$ cat config.mk
export PLATFORM = sky130hd
export DESIGN_NAME = ancs_attribute_dict_checker_core_flat
export DESIGN_NICKNAME = d
export VERILOG_FILES = /design/src/adc_pkg.sv /design/src/adc_in_if.sv /design/src/adc_out_if.sv /design/src/adc_cfg_if.sv /design/src/adc_match.sv /design/src/adc_parse.sv /design/src/ancs_attribute_dict_checker_core.sv /design/src/flat_wrapper.sv
export SDC_FILE = /design/constraint.sdc
export NUM_CORES = 1
export LEC_CHECK = 0
export ABC_AREA = 0
export CAP_MARGIN = 40
export CORE_MARGIN = 2
export CORE_UTILIZATION = 55
export DETAILED_ROUTE_END_ITERATION = 10
export DONT_BUFFER_PORTS = 1
export GPL_TIMING_DRIVEN = 1
export PLACE_DENSITY = 0.72
export SLEW_MARGIN = 20
export SYNTH_ARGS = -nofsm -noshare
export SYNTH_HDL_FRONTEND = slang
export SYNTH_SLANG_ARGS = --single-unit
$ cat constraint.sdc
create_clock -name clk -period 4.9 [get_ports clk]
set_input_delay 0.735 -clock clk [delete_from_list [all_inputs] [get_ports clk]]
set_output_delay 0.735 -clock clk [all_outputs]
set_load 0.02 [all_outputs]
$ cat src/adc_pkg.sv
`default_nettype none

package adc_pkg;

  // Configuration port geometry
  localparam int CFG_IDX_W  = 3;
  localparam int CFG_DATA_W = 25;

  // Register indexes on the configuration port
  localparam logic [CFG_IDX_W-1:0] REG_PREFIX_MODE   = 3'd0;
  localparam logic [CFG_IDX_W-1:0] REG_HEADER_LENGTH = 3'd1;
  localparam logic [CFG_IDX_W-1:0] REG_ENTRY_COUNT   = 3'd2;
  localparam logic [CFG_IDX_W-1:0] REG_ENTRY_0       = 3'd3;

  // Widest table the result mask can describe
  localparam int MASK_W = 4;

  // Prefix modes
  localparam logic PREFIX_FIXED = 1'b0;
  localparam logic PREFIX_ZTERM = 1'b1;

  // One attribute table entry, packed as written on the config port
  typedef struct packed {
    logic        optional;
    logic [15:0] maxlen;
    logic [7:0]  id;
  } entry_t;

  // Table lookup result for the held id
  typedef struct packed {
    logic              hit;
    logic [MASK_W-1:0] sel;
    logic [15:0]       maxlen;
    logic [MASK_W-1:0] req_mask;
  } match_t;

  // Per-frame verdict
  typedef struct packed {
    logic              complete;
    logic              malformed;
    logic [MASK_W-1:0] found_mask;
  } result_t;

endpackage

`default_nettype wire

$ cat src/adc_in_if.sv
`default_nettype none

interface adc_in_if;
  logic       valid;
  logic       ready;
  logic [7:0] frame_byte;
  logic       frame_end;

  modport source (output valid, output frame_byte, output frame_end, input ready);
  modport sink   (input valid, input frame_byte, input frame_end, output ready);
endinterface

`default_nettype wire

$ cat src/adc_out_if.sv
`default_nettype none

interface adc_out_if;
  logic                      valid;
  logic                      ready;
  logic                      complete;
  logic                      malformed;
  logic [adc_pkg::MASK_W-1:0] found_mask;

  modport source (output valid, output complete, output malformed, output found_mask,
                  input ready);
  modport sink   (input valid, input complete, input malformed, input found_mask,
                  output ready);
endinterface

`default_nettype wire

$ cat src/adc_cfg_if.sv
`default_nettype none

interface adc_cfg_if;
  logic                           valid;
  logic                           ready;
  logic [adc_pkg::CFG_IDX_W-1:0]  index;
  logic [adc_pkg::CFG_DATA_W-1:0] data;

  modport source (output valid, output index, output data, input ready);
  modport sink   (input valid, input index, input data, output ready);
endinterface

`default_nettype wire

$ cat src/adc_match.sv
`default_nettype none

// Parallel id compare against the table; lowest matching entry wins.
module adc_match #(
  parameter int TABLE_ENTRIES = 4
) (
  input  wire adc_pkg::entry_t [TABLE_ENTRIES-1:0] entries,
  input  wire logic [2:0]                          entry_count,
  input  wire logic [7:0]                          held_id,
  output adc_pkg::match_t                          match
);

  logic [TABLE_ENTRIES-1:0] in_use;

  always_comb begin
    for (int i = 0; i < TABLE_ENTRIES; i++) begin
      in_use[i] = (3'(i) < entry_count);
    end
  end

  always_comb begin
    match = '0;
    for (int i = TABLE_ENTRIES - 1; i >= 0; i--) begin
      if (in_use[i] && !entries[i].optional) begin
        match.req_mask[i] = 1'b1;
      end
      if (in_use[i] && (entries[i].id == held_id)) begin
        match.hit    = 1'b1;
        match.sel    = '0;
        match.sel[i] = 1'b1;
        match.maxlen = entries[i].maxlen;
      end
    end
  end

endmodule

`default_nettype wire

$ cat src/adc_parse.sv
`default_nettype none

// Frame parse state and per-byte update; verdict formed from the next state.
module adc_parse (
  input  wire logic            clk,
  input  wire logic            rst_n,
  input  wire logic            step,
  input  wire logic [7:0]      frame_byte,
  input  wire logic            frame_end,
  input  wire logic            prefix_mode,
  input  wire logic [7:0]      header_length,
  input  wire adc_pkg::match_t match,
  output logic [7:0]           held_id,
  output adc_pkg::result_t     result
);

  typedef enum logic [5:0] {
    PH_PREFIX = 6'b000001,
    PH_ID     = 6'b000010,
    PH_LEN_LO = 6'b000100,
    PH_LEN_HI = 6'b001000,
    PH_VALUE  = 6'b010000,
    PH_STOP   = 6'b100000
  } phase_t;

  phase_t                     phase_r, phase_nxt, eff_phase;
  logic [7:0]                 byte_cnt_r, byte_cnt_nxt;
  logic [15:0]                remain_r, remain_nxt;
  logic [7:0]                 held_id_r, held_id_nxt;
  logic [7:0]                 len_lo_r, len_lo_nxt;
  logic [adc_pkg::MASK_W-1:0] seen_r, seen_nxt;
  logic                       err_r, err_nxt;
  logic [1:0]                 attr_cnt_r, attr_cnt_nxt;
  logic                       attr;
  logic [15:0]                len;
  logic                       ok;

  assign held_id = held_id_r;
  assign len     = {frame_byte, len_lo_r};

  always_comb begin
    phase_nxt    = phase_r;
    byte_cnt_nxt = byte_cnt_r;
    remain_nxt   = remain_r;
    held_id_nxt  = held_id_r;
    len_lo_nxt   = len_lo_r;
    seen_nxt     = seen_r;
    err_nxt      = err_r;
    attr_cnt_nxt = attr_cnt_r;
    attr         = 1'b0;
    eff_phase    = phase_r;

    if (phase_r == PH_PREFIX) begin
      if (prefix_mode == adc_pkg::PREFIX_FIXED) begin
        if (byte_cnt_r < header_length) begin
          byte_cnt_nxt = 8'(byte_cnt_r + 8'd1);
        end else begin
          // header done: this byte is already the first id
          attr      = 1'b1;
          eff_phase = PH_ID;
        end
      end else if (frame_byte == 8'd0) begin
        phase_nxt = PH_ID;
      end
    end else begin
      attr = 1'b1;
    end

    if (attr) begin
      if (attr_cnt_r != 2'd3) begin
        attr_cnt_nxt = 2'(attr_cnt_r + 2'd1);
      end
      unique case (eff_phase)
        PH_ID: begin
          held_id_nxt = frame_byte;
          phase_nxt   = PH_LEN_LO;
        end
        PH_LEN_LO: begin
          len_lo_nxt = frame_byte;
          phase_nxt  = PH_LEN_HI;
        end
        PH_LEN_HI: begin
          if (!match.hit || ((match.maxlen != 16'd0) && (len > match.maxlen))) begin
            err_nxt   = 1'b1;
            phase_nxt = PH_STOP;
          end else begin
            seen_nxt   = seen_r | match.sel;
            remain_nxt = len;
            phase_nxt  = (len != 16'd0) ? PH_VALUE : PH_ID;
          end
        end
        PH_VALUE: begin
          remain_nxt = 16'(remain_r - 16'd1);
          if (remain_nxt == 16'd0) begin
            phase_nxt = PH_ID;
          end
        end
        default: begin
          // stopped after an error: drop the rest of the frame
        end
      endcase
    end
  end

  always_comb begin
    ok     = ((match.req_mask & ~seen_nxt) == '0) && (phase_nxt != PH_VALUE);
    result = '0;
    if (attr_cnt_nxt == 2'd0) begin
      result = '0;
    end else if (attr_cnt_nxt != 2'd3) begin
      result.malformed = 1'b1;
    end else if (err_nxt) begin
      result.malformed  = 1'b1;
      result.found_mask = seen_nxt;
    end else begin
      result.complete   = ok;
      result.found_mask = seen_nxt;
    end
  end

  always_ff @(posedge clk) begin
    if (!rst_n || (step && frame_end)) begin
      phase_r    <= PH_PREFIX;
      byte_cnt_r <= '0;
      remain_r   <= '0;
      held_id_r  <= '0;
      len_lo_r   <= '0;
      seen_r     <= '0;
      err_r      <= 1'b0;
      attr_cnt_r <= '0;
    end else if (step) begin
      phase_r    <= phase_nxt;
      byte_cnt_r <= byte_cnt_nxt;
      remain_r   <= remain_nxt;
      held_id_r  <= held_id_nxt;
      len_lo_r   <= len_lo_nxt;
      seen_r     <= seen_nxt;
      err_r      <= err_nxt;
      attr_cnt_r <= attr_cnt_nxt;
    end
  end

endmodule

`default_nettype wire

$ cat src/ancs_attribute_dict_checker_core.sv
// Pipeline: a frame_end input transaction passes the input register, then the result register,
// which holds the result until the sink takes it.
// Throughput: one byte per cycle; a byte without frame_end moves on even while a result waits.
// Only a frame_end byte stalls, and only when the result register is still held by the sink.
// Reset: synchronous, active low; parse state goes to prefix, table and header length to
// their reset values, both pipeline registers empty.
`default_nettype none

module ancs_attribute_dict_checker_core #(
  parameter int TABLE_ENTRIES = 4
) (
  input wire logic  clk,
  input wire logic  rst_n,
  adc_in_if.sink    in_chan,
  adc_out_if.source out_chan,
  adc_cfg_if.sink   cfg_chan
);

  // ---------------------------------------------------------------------------
  // Configuration registers. Writes are taken every cycle; an index past the
  // table is dropped.
  // ---------------------------------------------------------------------------
  logic                                     prefix_mode_r;
  logic [7:0]                               header_length_r;
  logic [2:0]                               entry_count_r;
  adc_pkg::entry_t [TABLE_ENTRIES-1:0]      entries_r;
  logic                                     cfg_we;

  assign cfg_chan.ready = 1'b1;
  assign cfg_we         = cfg_chan.valid;

  always_ff @(posedge clk) begin
    if (!rst_n) begin
      prefix_mode_r   <= adc_pkg::PREFIX_FIXED;
      header_length_r <= 8'd5;
      entry_count_r   <= '0;
      entries_r       <= '0;
    end else if (cfg_we) begin
      unique case (cfg_chan.index)
        adc_pkg::REG_PREFIX_MODE:   prefix_mode_r   <= cfg_chan.data[0];
        adc_pkg::REG_HEADER_LENGTH: header_length_r <= cfg_chan.data[7:0];
        adc_pkg::REG_ENTRY_COUNT:   entry_count_r   <= cfg_chan.data[2:0];
        default: begin
          for (int i = 0; i < TABLE_ENTRIES; i++) begin
            if (cfg_chan.index == adc_pkg::CFG_IDX_W'(adc_pkg::REG_ENTRY_0 + i)) begin
              entries_r[i] <= cfg_chan.data;
            end
          end
        end
      endcase
    end
  end

  // ---------------------------------------------------------------------------
  // Input register. The byte in it is consumed (s1_fire) whenever it carries no
  // frame end, or the result register is free or being drained this cycle.
  // ---------------------------------------------------------------------------
  logic       s1_valid_r;
  logic [7:0] s1_byte_r;
  logic       s1_end_r;
  logic       s1_fire;
  logic       in_take;
  logic       out_valid_r;

  adc_pkg::result_t out_data_r;
  adc_pkg::result_t result;
  adc_pkg::match_t  match;
  logic [7:0]       held_id;

  assign s1_fire       = s1_valid_r && (!s1_end_r || !out_valid_r || out_chan.ready);
  assign in_chan.ready = !s1_valid_r || s1_fire;
  assign in_take       = in_chan.valid && in_chan.ready;

  always_ff @(posedge clk) begin
    if (!rst_n) begin
      s1_valid_r <= 1'b0;
    end else if (in_take) begin
      s1_valid_r <= 1'b1;
    end else if (s1_fire) begin
      s1_valid_r <= 1'b0;
    end
  end

  always_ff @(posedge clk) begin
    if (in_take) begin
      s1_byte_r <= in_chan.frame_byte;
      s1_end_r  <= in_chan.frame_end;
    end
  end

  // ---------------------------------------------------------------------------
  // Table compare on the held id, and the per-byte parse update.
  // ---------------------------------------------------------------------------
  adc_match #(
    .TABLE_ENTRIES (TABLE_ENTRIES)
  ) u_match (
    .entries     (entries_r),
    .entry_count (entry_count_r),
    .held_id     (held_id),
    .match       (match)
  );

  adc_parse u_parse (
    .clk           (clk),
    .rst_n         (rst_n),
    .step          (s1_fire),
    .frame_byte    (s1_byte_r),
    .frame_end     (s1_end_r),
    .prefix_mode   (prefix_mode_r),
    .header_length (header_length_r),
    .match         (match),
    .held_id       (held_id),
    .result        (result)
  );

  // ---------------------------------------------------------------------------
  // Result register: loaded by the frame_end byte, held until the sink takes it.
  // ---------------------------------------------------------------------------
  always_ff @(posedge clk) begin
    if (!rst_n) begin
      out_valid_r <= 1'b0;
    end else if (s1_fire && s1_end_r) begin
      out_valid_r <= 1'b1;
    end else if (out_chan.ready) begin
      out_valid_r <= 1'b0;
    end
  end

  always_ff @(posedge clk) begin
    if (s1_fire && s1_end_r) begin
      out_data_r <= result;
    end
  end

  assign out_chan.valid      = out_valid_r;
  assign out_chan.complete   = out_data_r.complete;
  assign out_chan.malformed  = out_data_r.malformed;
  assign out_chan.found_mask = out_data_r.found_mask;

  // ---------------------------------------------------------------------------
  // Assertions
  // ---------------------------------------------------------------------------
  a_result_from_frame_end: assert property (@(posedge clk) disable iff (!rst_n)
    $rose(out_valid_r) |-> $past(s1_fire && s1_end_r))
    else $error("result appeared without a frame_end byte");

  a_stalled_byte_held: assert property (@(posedge clk) disable iff (!rst_n)
    (s1_valid_r && !s1_fire) |=> (s1_valid_r && $stable(s1_byte_r) && $stable(s1_end_r)))
    else $error("stalled input byte lost");

  a_verdict_exclusive: assert property (@(posedge clk) disable iff (!rst_n)
    out_valid_r |-> !(out_data_r.complete && out_data_r.malformed))
    else $error("frame reported both complete and malformed");

endmodule

`default_nettype wire
$ cat src/flat_wrapper.sv
// flat-port wrapper written by rule: the top's interface ports become plain ports
module ancs_attribute_dict_checker_core_flat 
#(
  parameter int TABLE_ENTRIES = 4
)
  (clk, rst_n, in_chan_valid, in_chan_frame_byte, in_chan_frame_end, in_chan_ready, out_chan_valid, out_chan_complete, out_chan_malformed, out_chan_found_mask, out_chan_ready, cfg_chan_valid, cfg_chan_index, cfg_chan_data, cfg_chan_ready);
  adc_in_if in_chan_i ();
  adc_out_if out_chan_i ();
  adc_cfg_if cfg_chan_i ();
  input wire logic clk;
  input wire logic rst_n;
  input wire logic [$bits(in_chan_i.valid)-1:0] in_chan_valid;
  input wire logic [$bits(in_chan_i.frame_byte)-1:0] in_chan_frame_byte;
  input wire logic [$bits(in_chan_i.frame_end)-1:0] in_chan_frame_end;
  output wire logic [$bits(in_chan_i.ready)-1:0] in_chan_ready;
  output wire logic [$bits(out_chan_i.valid)-1:0] out_chan_valid;
  output wire logic [$bits(out_chan_i.complete)-1:0] out_chan_complete;
  output wire logic [$bits(out_chan_i.malformed)-1:0] out_chan_malformed;
  output wire logic [$bits(out_chan_i.found_mask)-1:0] out_chan_found_mask;
  input wire logic [$bits(out_chan_i.ready)-1:0] out_chan_ready;
  input wire logic [$bits(cfg_chan_i.valid)-1:0] cfg_chan_valid;
  input wire logic [$bits(cfg_chan_i.index)-1:0] cfg_chan_index;
  input wire logic [$bits(cfg_chan_i.data)-1:0] cfg_chan_data;
  output wire logic [$bits(cfg_chan_i.ready)-1:0] cfg_chan_ready;
  assign in_chan_i.valid = in_chan_valid;
  assign in_chan_i.frame_byte = in_chan_frame_byte;
  assign in_chan_i.frame_end = in_chan_frame_end;
  assign in_chan_ready = in_chan_i.ready;
  assign out_chan_valid = out_chan_i.valid;
  assign out_chan_complete = out_chan_i.complete;
  assign out_chan_malformed = out_chan_i.malformed;
  assign out_chan_found_mask = out_chan_i.found_mask;
  assign out_chan_i.ready = out_chan_ready;
  assign cfg_chan_i.valid = cfg_chan_valid;
  assign cfg_chan_i.index = cfg_chan_index;
  assign cfg_chan_i.data = cfg_chan_data;
  assign cfg_chan_ready = cfg_chan_i.ready;
  ancs_attribute_dict_checker_core #(.TABLE_ENTRIES(TABLE_ENTRIES)) u_core (.clk(clk), .rst_n(rst_n), .in_chan(in_chan_i), .out_chan(out_chan_i), .cfg_chan(cfg_chan_i));
endmodule
==> results.md, run 1 <==
- Status: finished clean
- Register bit count reported by yosys: 182
- Mux contribution to synthesized area: 0.02552
- Crit. End Element: flip-flop
- Starting Density: 0.5665
- Antenna Nets Post-Route: 0
- # diodes: 0
- Final setup TNS: 0 ps
- Syn_nets: 1237
- Max Fanout on Critical Path: 17
- Cells after DPL: 1333
- Worst reg2reg setup slack: 420 ps
- Worst Skew: 10.29 ps
- TritonRoute pass-1 iters: 5
- Die height: 135.2 microns
- DR iter-0 viols: 799
- CTS tree: built
- Vias/cell: 6.112
- Final WL: 25990 microns
- Netlist Area Pre-Place: 9462 sq um
- First-pass GRT wire length: 41730 microns
- Critical path class: reg -> reg
- Core region area: 16700 sq um
- Final Hold Vio Count: 0
- Post-Synth XOR/XNOR Area: 0.03888
- Final Max Slew Viols: 0
- Pwr Density: 310.3 nW/um^2
- Final setup vio count: 0
- Initial antenna violation count: 0
- Die area: 18270 sq um
- Synth Area in Adders: 0.03438
- Worst-skew pair later-pin latency: 450 ps
- Seq/Total Area, Yosys: 0.4010
- Layout Cells excl Fill: 1367
- Share of cells above drive strength 1: 0.06016
- Total GRT Usage: 0.2935
- # IOs: 51
- CTS Buf Count: 17
- Row cnt: 47
- Fmax: 223.1 MHz
- GR Overflow Total: 0
- RSZ-0062 raised after global routing: no
- Synthesized netlist cell count: 1169
- Period utilization: 0.9148
- Worst path required time: 5170 ps
- Yosys cell types: 71
- Post-DP HPWL: 17860 microns
- Largest family of logic cells by synthesized area: simple AND/OR/NAND/NOR gates
- Leakage Power: 3.548 nW
- Synth area leaders: dfxtp_1 (35%), nand2_1 (10%), a21boi_0 (8.6%)
- Area leader, netlist: dfxtp_1
- Commonest non-fill, non-tap cell in the layout: nand2_1
- IO Port Bufs: 0
- Post-synthesis simple-gate area fraction: 0.2532
- Relative slew margins: 0.4113
- Routed len/inst: 19.01 microns
- CP startpoint kind: flip-flop
- Pin count of the biggest net entering global routing: 118
- FF+latch area: 3794 sq um
- Min cycle time layout: 4483 ps
- Clock slew at reported path FFs: 70 ps
- Nets: 1202
- Vias: 8355
- Vias in the first global route: 7744
- DIE WIDTH: 135.2 microns
- # Max-Cap Violations: 0
- Bufs on Longest Clock Path: 2
- EDFF count, synth: 15
- Post-synth top flop: dfxtp_1
- Crit path DAT: 4750 ps
- Asr flop ratio synth: 0
- Worst vdd ir: 0.0002739 V
- Synth Area in Compound Gates: 0.2019
- Clock root buffer: clkbuf_16
- Multi-input gate area: 5264 sq um
- Htree depth: 4
- Fillers: 1478
- Area Growth Syn to Fin: 7.313%
- Syn. warnings: 0
- Hold WC Path Type: in -> reg
- Most frequent cells in the layout: nand2_1 (258), dfxtp_1 (167), a21boi_0 (109)
- Top cell type's share of synthesized area: 0.3533
- Gpl congestion: 0.9049
- Syn avg cell area: 8.094 sq um
- Hold_buf cts: 0
- CTS sink count: 182
- Worst-margin pin slew: 875.6 ps
- Remaining DRCs: 0
==> synth_stat cells (all sizes together) (6+ instances only) <==
library cell and count:
a21o 7, nor3 30, a31oi 13, nand3 42, inv 27, or3 11
and3 10, xor2 22, nor4 18, buf 17, dfxtp 167, nor2 80
xnor2 20, nand4 12, clkbuf 56, o211ai 7, o21a 9, nand2 258
a21oi 57, nor2b 12, ha 26, edfxtp 15, nand2b 9, mux2i 23
a21boi 109, nand3b 6, o21ai 21, a211oi 9, or4 10
==> kinds of logic after synthesis <==
kind of cell               after synthesis
buffers and inverters                  100
and+or+nand+nor                        519
other                                    1
AOI/OAI and AO/OA                      275
adders and majority gates               26
xor gates and xnor gates                42
DFF                                    182
muxes                                   24
==> registers in the layout (all words and copies together) (netlist names) <==
name / flops
u_core.prefix_mode_r: 1
u_core.s1_end_r: 1
u_core.u_parse.phase_r: 6
u_core.u_parse.len_lo_r: 8
u_core.header_length_r: 8
u_core.s1_valid_r: 1
u_core.entry_count_r: 3
u_core.u_parse.byte_cnt_r: 8
u_core.u_parse.attr_cnt_r: 2
u_core.out_chan.malformed: 1
u_core.entries_r: 100
u_core.u_parse.remain_r: 16
u_core.u_parse.seen_r: 4
u_core.u_parse.err_r: 1
u_core.out_chan.complete: 1
u_core.out_chan.found_mask: 4
u_core.u_parse.held_id: 8
u_core.s1_byte_r: 8
u_core.out_chan.valid: 1
==> per-layer routing <==
metal / vias to the layer above / share of wire / track usage
met5: - / 0 / 0
met4: 0 / 0.019 / 0.09838
met3: 40 / 0.068 / 0.04826
met2: 326 / 0.44 / 0.4470
met1: 3971 / 0.47 / 0.4249
li1: 4018 / - / -
==> repair_timing <==
action | 4_1_cts | 5_1_grt
resized for setup | 0 | 2
setup endpoints to repair | 0 | 11
buffers inserted | 0 | 0
==> per-stage QoR <==
step           cell area, sq um  setup slack [ps]  hold WS, ps    util  total power, mW
5_1_grt                   10150             47.32        360.6  0.6080            3.244
3_3_place_gp               9520             452.5        443.4  0.5700            1.816
2_1_floorplan              9462             954.8        435.1       -            1.766
6_report                  10150             417.4        372.4  0.6080            3.151
3_5_place_dp               9563             339.6        455.0  0.5726            1.821
4_1_cts                   10130             301.4        353.1  0.6066            3.157
==> worst paths after layout <==
check                                         startpoint                                          end  cells after the start
setup / recovery  u_core.u_parse.held_id[5]$_SDFFE_PP0P_  u_core.out_chan.found_mask[3]$_SDFFCE_PP0P_                     17
hold / removal                                     rst_n       u_core.header_length_r[0]$_SDFFE_PN1P_                      1
setup reg to reg  u_core.u_parse.held_id[5]$_SDFFE_PP0P_  u_core.out_chan.found_mask[3]$_SDFFCE_PP0P_                     17
hold reg to reg   u_core.header_length_r[3]$_SDFFE_PN0P_       u_core.header_length_r[3]$_SDFFE_PN0P_                      2
==> final cells by class <==
cell class | instances | area share
clock buffers | 18 | 0.04227
clock inverters | 14 | 0.01368
inverters | 27 | 0.009981
multi-input cells | 887 | 0.5184
flip-flops and latches | 182 | 0.3736
well taps | 220 | 0.02711
repair buffers | 19 | 0.01491
==> power by group <==
| part | switching (mW) | leakage, nW | internal (mW) |
|---|---|---|---|
| sequential | 0.0362 | 1.50 | 1.53 |
| clock | 0.640 | 0.278 | 0.716 |
| combinational | 0.140 | 1.77 | 0.0918 |
==> critical path, stage by stage (launching register included) <==
cell	delay, ps
dfxtp_1	450
xor2_1	120
or4_4	580
nor3_4	500
buf_4	220
a211oi_1	60
a21oi_1	220
ha_1	190
nor2b_1	40
o21a_1	160
o21a_1	160
o211ai_1	140
a21boi_0	100
o2111ai_1	300
nand3_1	230
a21oi_4	480
a21oi_1	140
nor2_1	200
Note: power is estimated with default switching activity, not from simulation.
==> inputs of run 2 (changes only) <==
--- a/config.mk
+++ b/config.mk
@@ -7,13 +7,15 @@
 export LEC_CHECK = 0
 export ABC_AREA = 0
 export CAP_MARGIN = 40
+export CELL_PAD_IN_SITES_DETAIL_PLACEMENT = 1
+export CELL_PAD_IN_SITES_GLOBAL_PLACEMENT = 1
 export CORE_MARGIN = 2
-export CORE_UTILIZATION = 55
+export CORE_UTILIZATION = 48
+export CTS_CLUSTER_DIAMETER = 40
 export DETAILED_ROUTE_END_ITERATION = 10
 export DONT_BUFFER_PORTS = 1
 export GPL_TIMING_DRIVEN = 1
-export PLACE_DENSITY = 0.72
-export SLEW_MARGIN = 20
+export PLACE_DENSITY = 0.81
 export SYNTH_ARGS = -nofsm -noshare
 export SYNTH_HDL_FRONTEND = slang
 export SYNTH_SLANG_ARGS = --single-unit
==> run 2 against run 1 <==
Routed wire length is 17% higher. Setup slack worse by 81 ps. Count of clock-buffer cells in the layout up 3. Global-route usage is 0.29 points higher. Cell count up 3.6%. Cell area increased by 1.3%. Largest power group unchanged. Via count rose by 1.1%. Sequential share of layout area decreased by 0.48 points. Clock skew is 4.2 ps higher. Die area grew 14%.
==> results.md, run 2 (same netlist as run 1, synthesis figures left out) <==
- Hold_buf cts: 0 (unchanged)
- # Max-Cap Violations: 0 (unchanged)
- Worst reg2reg setup slack: 340 ps (-80 ps)
- Pre-CTS setup slack: 294.9 ps (-44.75 ps)
- Vias in the first global route: 8388 (+8.3%)
- # IOs: 51 (unchanged)
- Final Max Slew Viols: 0 (unchanged)
- Htree depth: 4 (unchanged)
- Clock slew at reported path FFs: 80 ps (about the same)
- Worst Skew: 14.47 ps (+4.180 ps)
- Leakage Power: 3.591 nW (+1.2%)
- Relative slew margins: 0.4127 (+0.001460)
- Area Growth Syn to Fin: 8.714%
- Finished Cell Area: 10290 sq um (+1.3%)
- Final Hold Vio Count: 0 (unchanged)
- Critical path class: reg -> reg
- Pin count of the biggest net entering global routing: 118 (unchanged)
- Die area: 20850 sq um (+14%)
- CTS tree: built
- Total GRT Usage: 0.2964 (+0.002921)
- Setup crit start: u_core.u_parse.held_id[5]$_SDFFE_PP0P_
- Crit path DAT: 4910 ps (+160 ps)
- Row cnt: 51 (+8.5%)
- Crit. End Element: flip-flop
- Most frequent cells in the layout: nand2_1 (258), dfxtp_1 (167), a21boi_0 (109)
- CP max stage cell: nor4_1
- GR Overflow Total: 0 (unchanged)
- Min cycle time layout: 4564 ps (+81.22 ps)
- # diodes: 0 (unchanged)
- Vias/cell: 5.965 (-2.4%)
- Reg2reg end: u_core.u_parse.remain_r[4]$_SDFFE_PP0P_
- Status: finished clean
- TritonRoute pass-1 iters: 5 (unchanged)
- Worst r2r src: u_core.u_parse.held_id[5]$_SDFFE_PP0P_
- CP startpoint kind: flip-flop
- Vias: 8446 (+1.1%)
- Gpl congestion: 0.8916 (-1.5%)
- DIE WIDTH: 144.4 microns (+6.8%)
- Clock root buffer: clkbuf_16
- Worst Reg-to-Reg Cells: 16 (-1)
- Core region area: 19400 sq um (+16%)
- Largest register FFs: 100 (unchanged)
- Commonest non-fill, non-tap cell in the layout: nand2_1
- Largest Register: u_core.entries_r
- CTS sink count: 182 (unchanged)
- CP cell instances: xor2_1 -> nor4_1 -> nand3_2 -> a311o_1 -> a22oi_1 -> ha_1 -> o21a_1 -> o21a_1 -> o211ai_1 -> a21boi_0 -> o2111ai_1 -> nand3_1 -> a21oi_4 -> buf_4 -> o21ai_0 -> a211oi_1
- Final setup margin: 336.2 ps (-81.22 ps)
- Antenna Nets Post-Route: 0 (unchanged)
- Max Fanout on Critical Path: 10 (-7)
- Post-DP HPWL: 20990 microns (+18%)
- Final WL: 30280 microns (+17%)
- Regs by FF count: u_core.entries_r (100), u_core.u_parse.remain_r (16)
- DR iter-0 viols: 597 (-25%)
- Starting Density: 0.4877 (-0.07878)
- Fillers: 2389 (+62%)
- First-pass GRT wire length: 47500 microns (+14%)
- Crit path to: u_core.u_parse.remain_r[4]$_SDFFE_PP0P_
- Nets: 1207 (+0.42%)
- Layout Cells excl Fill: 1416 (+3.6%)
- Worst vdd ir: 0.0002419 V (-12%)
- Pwr Density: 312.0 nW/um^2 (+0.55%)
- Cell mode on critical path: o21a_1
- Final setup vio count: 0 (unchanged)
- CTS Buf Count: 17 (unchanged)
- Hold wc startpoint: in_chan_frame_end
- Cells after DPL: 1385 (+3.9%)
- Hold WC Path Type: in -> reg
- Share of cells above drive strength 1: 0.06429 (+0.004135)
- Hold WS: 380.3 ps (+7.988 ps)
- Post-CTS setup buffer count: 0 (unchanged)
- Period utilization: 0.9314 (+0.01658)
- Worst-skew pair later-pin latency: 440 ps (about the same)
- Fmax: 219.1 MHz (-1.8%)
- Critical Path Max Stage Delay: 580 ps (about the same)
- Remaining DRCs: 0 (unchanged)
- Total chip power: 3.210 mW (+1.9%)
- Die height: 144.4 microns (+6.8%)
- Bufs on Longest Clock Path: 2 (unchanged)
- Routed len/inst: 21.39 microns (+12%)
- Initial antenna violation count: 1 (+1)
- Placed Area: 9692 sq um (+1.3%)
- IO Port Bufs: 0 (unchanged)
- Worst path required time: 5250 ps (+80 ps)
- Worst-margin pin slew: 880.9 ps (+5.295 ps)
run 2: worst min path at each step:
stage,depth (start not counted),endpoint,slack [ps]
floorplan,2,u_core.u_parse.seen_r[0]$_SDFFE_PP0P_,440
global placement,2,u_core.entries_r[49]$_SDFFE_PN0P_,450
detailed placement,2,u_core.entries_r[47]$_SDFFE_PN0P_,460
CTS,1,u_core.header_length_r[0]$_SDFFE_PN1P_,370
global route,0,u_core.s1_byte_r[1]$_DFFE_PP_,370
finish,0,u_core.s1_end_r$_DFFE_PP_,380
run 2: per-stage QoR:
step	util	setup TNS, ps
after floorplan	-	0
after global placement	0.4957	0
after detailed placement	0.4996	0
after CTS	0.5296	0
after global routing	0.5303	-73.13
final	0.5303	0
run 2: area by class of cell:
type                       count  area [sq um]  share of cell area
sequential                   182          3794              0.3688
multi-input combinational    887          5268              0.5121
clock inverter                10         121.4             0.01180
timing repair buffer          24         210.2             0.02044
inverter                      27         101.3            0.009853
tap                          265         331.6             0.03223
clock buffer                  21         460.4             0.04476
run 2: layer usage:
layer	vias to the layer above	wire, microns	GRT usage
li1	4017	-	-
met1	4162	14220	0.4077
met2	233	14040	0.4899
met3	34	1467	0.04040
met4	0	557	0.07971
met5	-	0	0
run 2: critical path: cells and delay by family, from the launching register on:
kind / cells / cell delay (ps)
compound gates: 10 / 2200
xor+xnor: 1 / 150
fa+ha+maj: 1 / 310
buf+inv: 1 / 240
flops: 1 / 470
simple gates: 3 / 1090
run 2: report_power, final:
group          internal (mW)  switching [mW]
clock network          0.783           0.617
logic                 0.0951           0.149
registers               1.53          0.0373
total                   2.41           0.804
run 2: what timing repair did:
item / 4_1_cts / 5_1_grt
gates resized for setup: 0 / 4
endpoints found under the setup margin: 0 / 12
endpoints found under the hold margin: 0 / 0
==> inputs of run 3 (changes only) <==
--- a/config.mk
+++ b/config.mk
@@ -10,12 +10,12 @@
 export CELL_PAD_IN_SITES_DETAIL_PLACEMENT = 1
 export CELL_PAD_IN_SITES_GLOBAL_PLACEMENT = 1
 export CORE_MARGIN = 2
-export CORE_UTILIZATION = 48
+export CORE_UTILIZATION = 40
 export CTS_CLUSTER_DIAMETER = 40
 export DETAILED_ROUTE_END_ITERATION = 10
 export DONT_BUFFER_PORTS = 1
 export GPL_TIMING_DRIVEN = 1
-export PLACE_DENSITY = 0.81
+export PLACE_DENSITY = 0.7
 export SYNTH_ARGS = -nofsm -noshare
 export SYNTH_HDL_FRONTEND = slang
 export SYNTH_SLANG_ARGS = --single-unit
==> run 3 against run 2 <==
Critical path depth up 1. Via count fell by 1.7%. Critical path type unchanged. Total power is 1.1% lower. Sequential share of layout area fell by 0.27 points.
==> results.md, run 3 (same netlist as run 1, synthesis figures left out) <==
- Status: finished clean
- Leakage Power: 3.589 nW (about the same)
- Relative slew margins: 0.3904 (-0.02235)
- Gpl congestion: 0.8814 (-1.1%)
- Regs by FF count: u_core.entries_r (100), u_core.u_parse.remain_r (16)
- Area Growth Syn to Fin: 9.508%
- First-pass GRT wire length: 47470 microns (about the same)
- Crit path DAT: 4950 ps (+40 ps)
- Vias: 8304 (-1.7%)
- Worst vdd ir: 0.0001637 V (-32%)
- Final setup TNS: 0 ps (unchanged)
- Min cycle time layout: 4589 ps (+24.79 ps)
- Worst path required time: 5260 ps (about the same)
- Hold WC Path Type: in -> reg
- CP cell instances: xnor2_1 -> nand3_1 -> or3_1 -> o21ai_0 -> nor2_1 -> a21oi_1 -> ha_1 -> a21o_1 -> a21o_1 -> a21oi_1 -> o221ai_1 -> o2111ai_1 -> nand2_1 -> o32a_1 -> buf_4 -> or3_1 -> a31oi_1
- Largest Register: u_core.entries_r
- Final Hold Vio Count: 0 (unchanged)
- FF+latch area: 3794 sq um (unchanged)
- Worst reg2reg setup slack: 310 ps (-20 ps)
- # Max-Cap Violations: 0 (unchanged)
- Post-DP HPWL: 21520 microns (+2.6%)
- Period utilization: 0.9365 (+0.005059)
- RSZ-0062 raised after global routing: no
- Critical Path Max Stage Delay: 720 ps (+140 ps)
- Fillers: 2813 (+18%)
- Worst path buffer plus inverter count: 1 (unchanged)
- Pwr Density: 306.4 nW/um^2 (-1.8%)
- Clock root buffer: clkbuf_16
- Fmax: 217.9 MHz (-0.54%)
- IO Port Bufs: 0 (unchanged)
- Starting Density: 0.4055 (-0.08223)
- Bufs on Longest Clock Path: 2 (unchanged)
- CTS sink count: 182 (unchanged)
- DR iter-0 viols: 533 (-11%)
- Share of cells above drive strength 1: 0.06580 (+0.001509)
- Largest register FFs: 100 (unchanged)
- Remaining DRCs: 0 (unchanged)
- Row cnt: 56 (+9.8%)
- Initial antenna violation count: 1 (unchanged)
- Worst Skew: 10.34 ps (-4.130 ps)
- Vias in the first global route: 8163 (-2.7%)
- Clock slew at reported path FFs: 80 ps (about the same)
- Die height: 157.8 microns (+9.3%)
- Final setup margin: 311.4 ps (-24.79 ps)
- Crit. End Element: flip-flop
- Multi-input gate area: 5255 sq um (-0.24%)
- Routed len/inst: 20.76 microns (-2.9%)
- Total GRT Usage: 0.2500 (-0.04640)
- CTS tree: built
- GR Overflow Total: 0 (unchanged)
- # diodes: 0 (unchanged)
- Core region area: 23330 sq um (+20%)
- Top Family by Delay on Critical Path: compound AO/OA/AOI/OAI gates
- CTS Buf Count: 17 (unchanged)
- Pre-CTS setup slack: 302.8 ps (+7.878 ps)
- Die area: 24900 sq um (+19%)
- Htree depth: 4 (unchanged)
- Cts repair resizes: 0 (unchanged)
- Critical path class: reg -> reg
- CP max stage cell: or3_1
- Max Fanout on Critical Path: 17 (+7)
- Hold_buf cts: 0 (unchanged)
- # IOs: 51 (unchanged)
- Commonest non-fill, non-tap cell in the layout: nand2_1
- Final Max Slew Viols: 0 (unchanged)
- Final setup vio count: 0 (unchanged)
- Final WL: 30610 microns (+1.1%)
- Nets: 1210 (+0.25%)
- Most frequent cells in the layout: nand2_1 (258), dfxtp_1 (167), a21boi_0 (109)
- Vias/cell: 5.634 (-5.5%)
- DIE WIDTH: 157.8 microns (+9.3%)
- Worst-skew pair later-pin latency: 440 ps (about the same)
- Pin count of the biggest net entering global routing: 118 (unchanged)
- CP startpoint kind: flip-flop
- Antenna Nets Post-Route: 0 (unchanged)
- TritonRoute pass-1 iters: 5 (unchanged)
- Worst-margin pin slew: 906.1 ps (+25.17 ps)
==> run 3: changes by cell type in the layout (fill, tap and decap cells not counted), moves of 2 or more <==
| cell | delta |
|---|---|
| bufinv_16 | -2 |
| clkinv_8 | +2 |
| clkbuf_1 | -2 |
| clkinvlp_4 | +3 |
| inv_8 | +3 |
| buf_4 | +3 |
| clkinv_2 | -2 |
==> run 3: worst reg2reg max path, cell delays in order (launching register included) <==
cell,delay (ps)
dfxtp_1,470
xnor2_1,170
nand3_1,270
or3_1,720
o21ai_0,330
nor2_1,90
a21oi_1,140
ha_1,260
a21o_1,170
a21o_1,170
a21oi_1,140
o221ai_1,150
o2111ai_1,340
nand2_1,160
o32a_1,210
buf_4,210
or3_1,360
a31oi_1,170
==> run 3: through the flow <==
step	total power, mW	area (sq um)	std cells	hold WS [ps]	util
final	3.175	10360	1474	385.3	0.4441
after global routing	3.286	10360	1474	358.7	0.4441
after CTS	3.199	10330	1471	367.3	0.4426
after detailed placement	1.839	9747	1439	452.9	0.4177
after global placement	1.830	9692	1434	445.7	0.4154
after floorplan	1.766	9462	1169	435.1	-
==> run 3: timing repair <==
action | in CTS | in global routing
hold endpoints to repair | 0 | 0
setup endpoints to repair | 0 | 4
setup buffers | 0 | 3
==> run 3: report_power, final <==
| group | internal, mW | total [mW] | switching [mW] |
|---|---|---|---|
| Sequential | 1.53 | 1.57 | 0.0392 |
| Clock | 0.689 | 1.37 | 0.678 |
| Combinational | 0.0941 | 0.241 | 0.147 |
| Total | 2.31 | 3.17 | 0.865 |
==> run 3: metal layers <==
metal | up-vias | wire length, microns | track usage
li1 | 4037 | - | -
met1 | 4100 | 14940 | 0.3525
met2 | 147 | 13990 | 0.3946
met3 | 20 | 1331 | 0.04873
met4 | 0 | 352 | 0.05714
met5 | - | 0 | 0
==> run 3: path summary, 6_finish.rpt <==
kind,start,end,cells after the start
worst max-delay path,u_core.u_parse.held_id[5]$_SDFFE_PP0P_,u_core.u_parse.remain_r[11]$_SDFFE_PP0P_,17
worst min-delay path,in_chan_frame_byte[0],u_core.s1_byte_r[0]$_DFFE_PP_,0
worst max register to register,u_core.u_parse.held_id[5]$_SDFFE_PP0P_,u_core.u_parse.remain_r[11]$_SDFFE_PP0P_,17
worst min register to register,u_core.entries_r[24]$_SDFFE_PN0P_,u_core.entries_r[24]$_SDFFE_PN0P_,2
==> run 3: area by class of cell <==
cell class | instances | area share
repair buffers | 27 | 0.02246
flip-flops and latches | 182 | 0.3661
well taps | 319 | 0.03852
clock inverters | 14 | 0.01352
inverters | 27 | 0.009781
clock buffers | 18 | 0.04239
multi-input cells | 887 | 0.5072
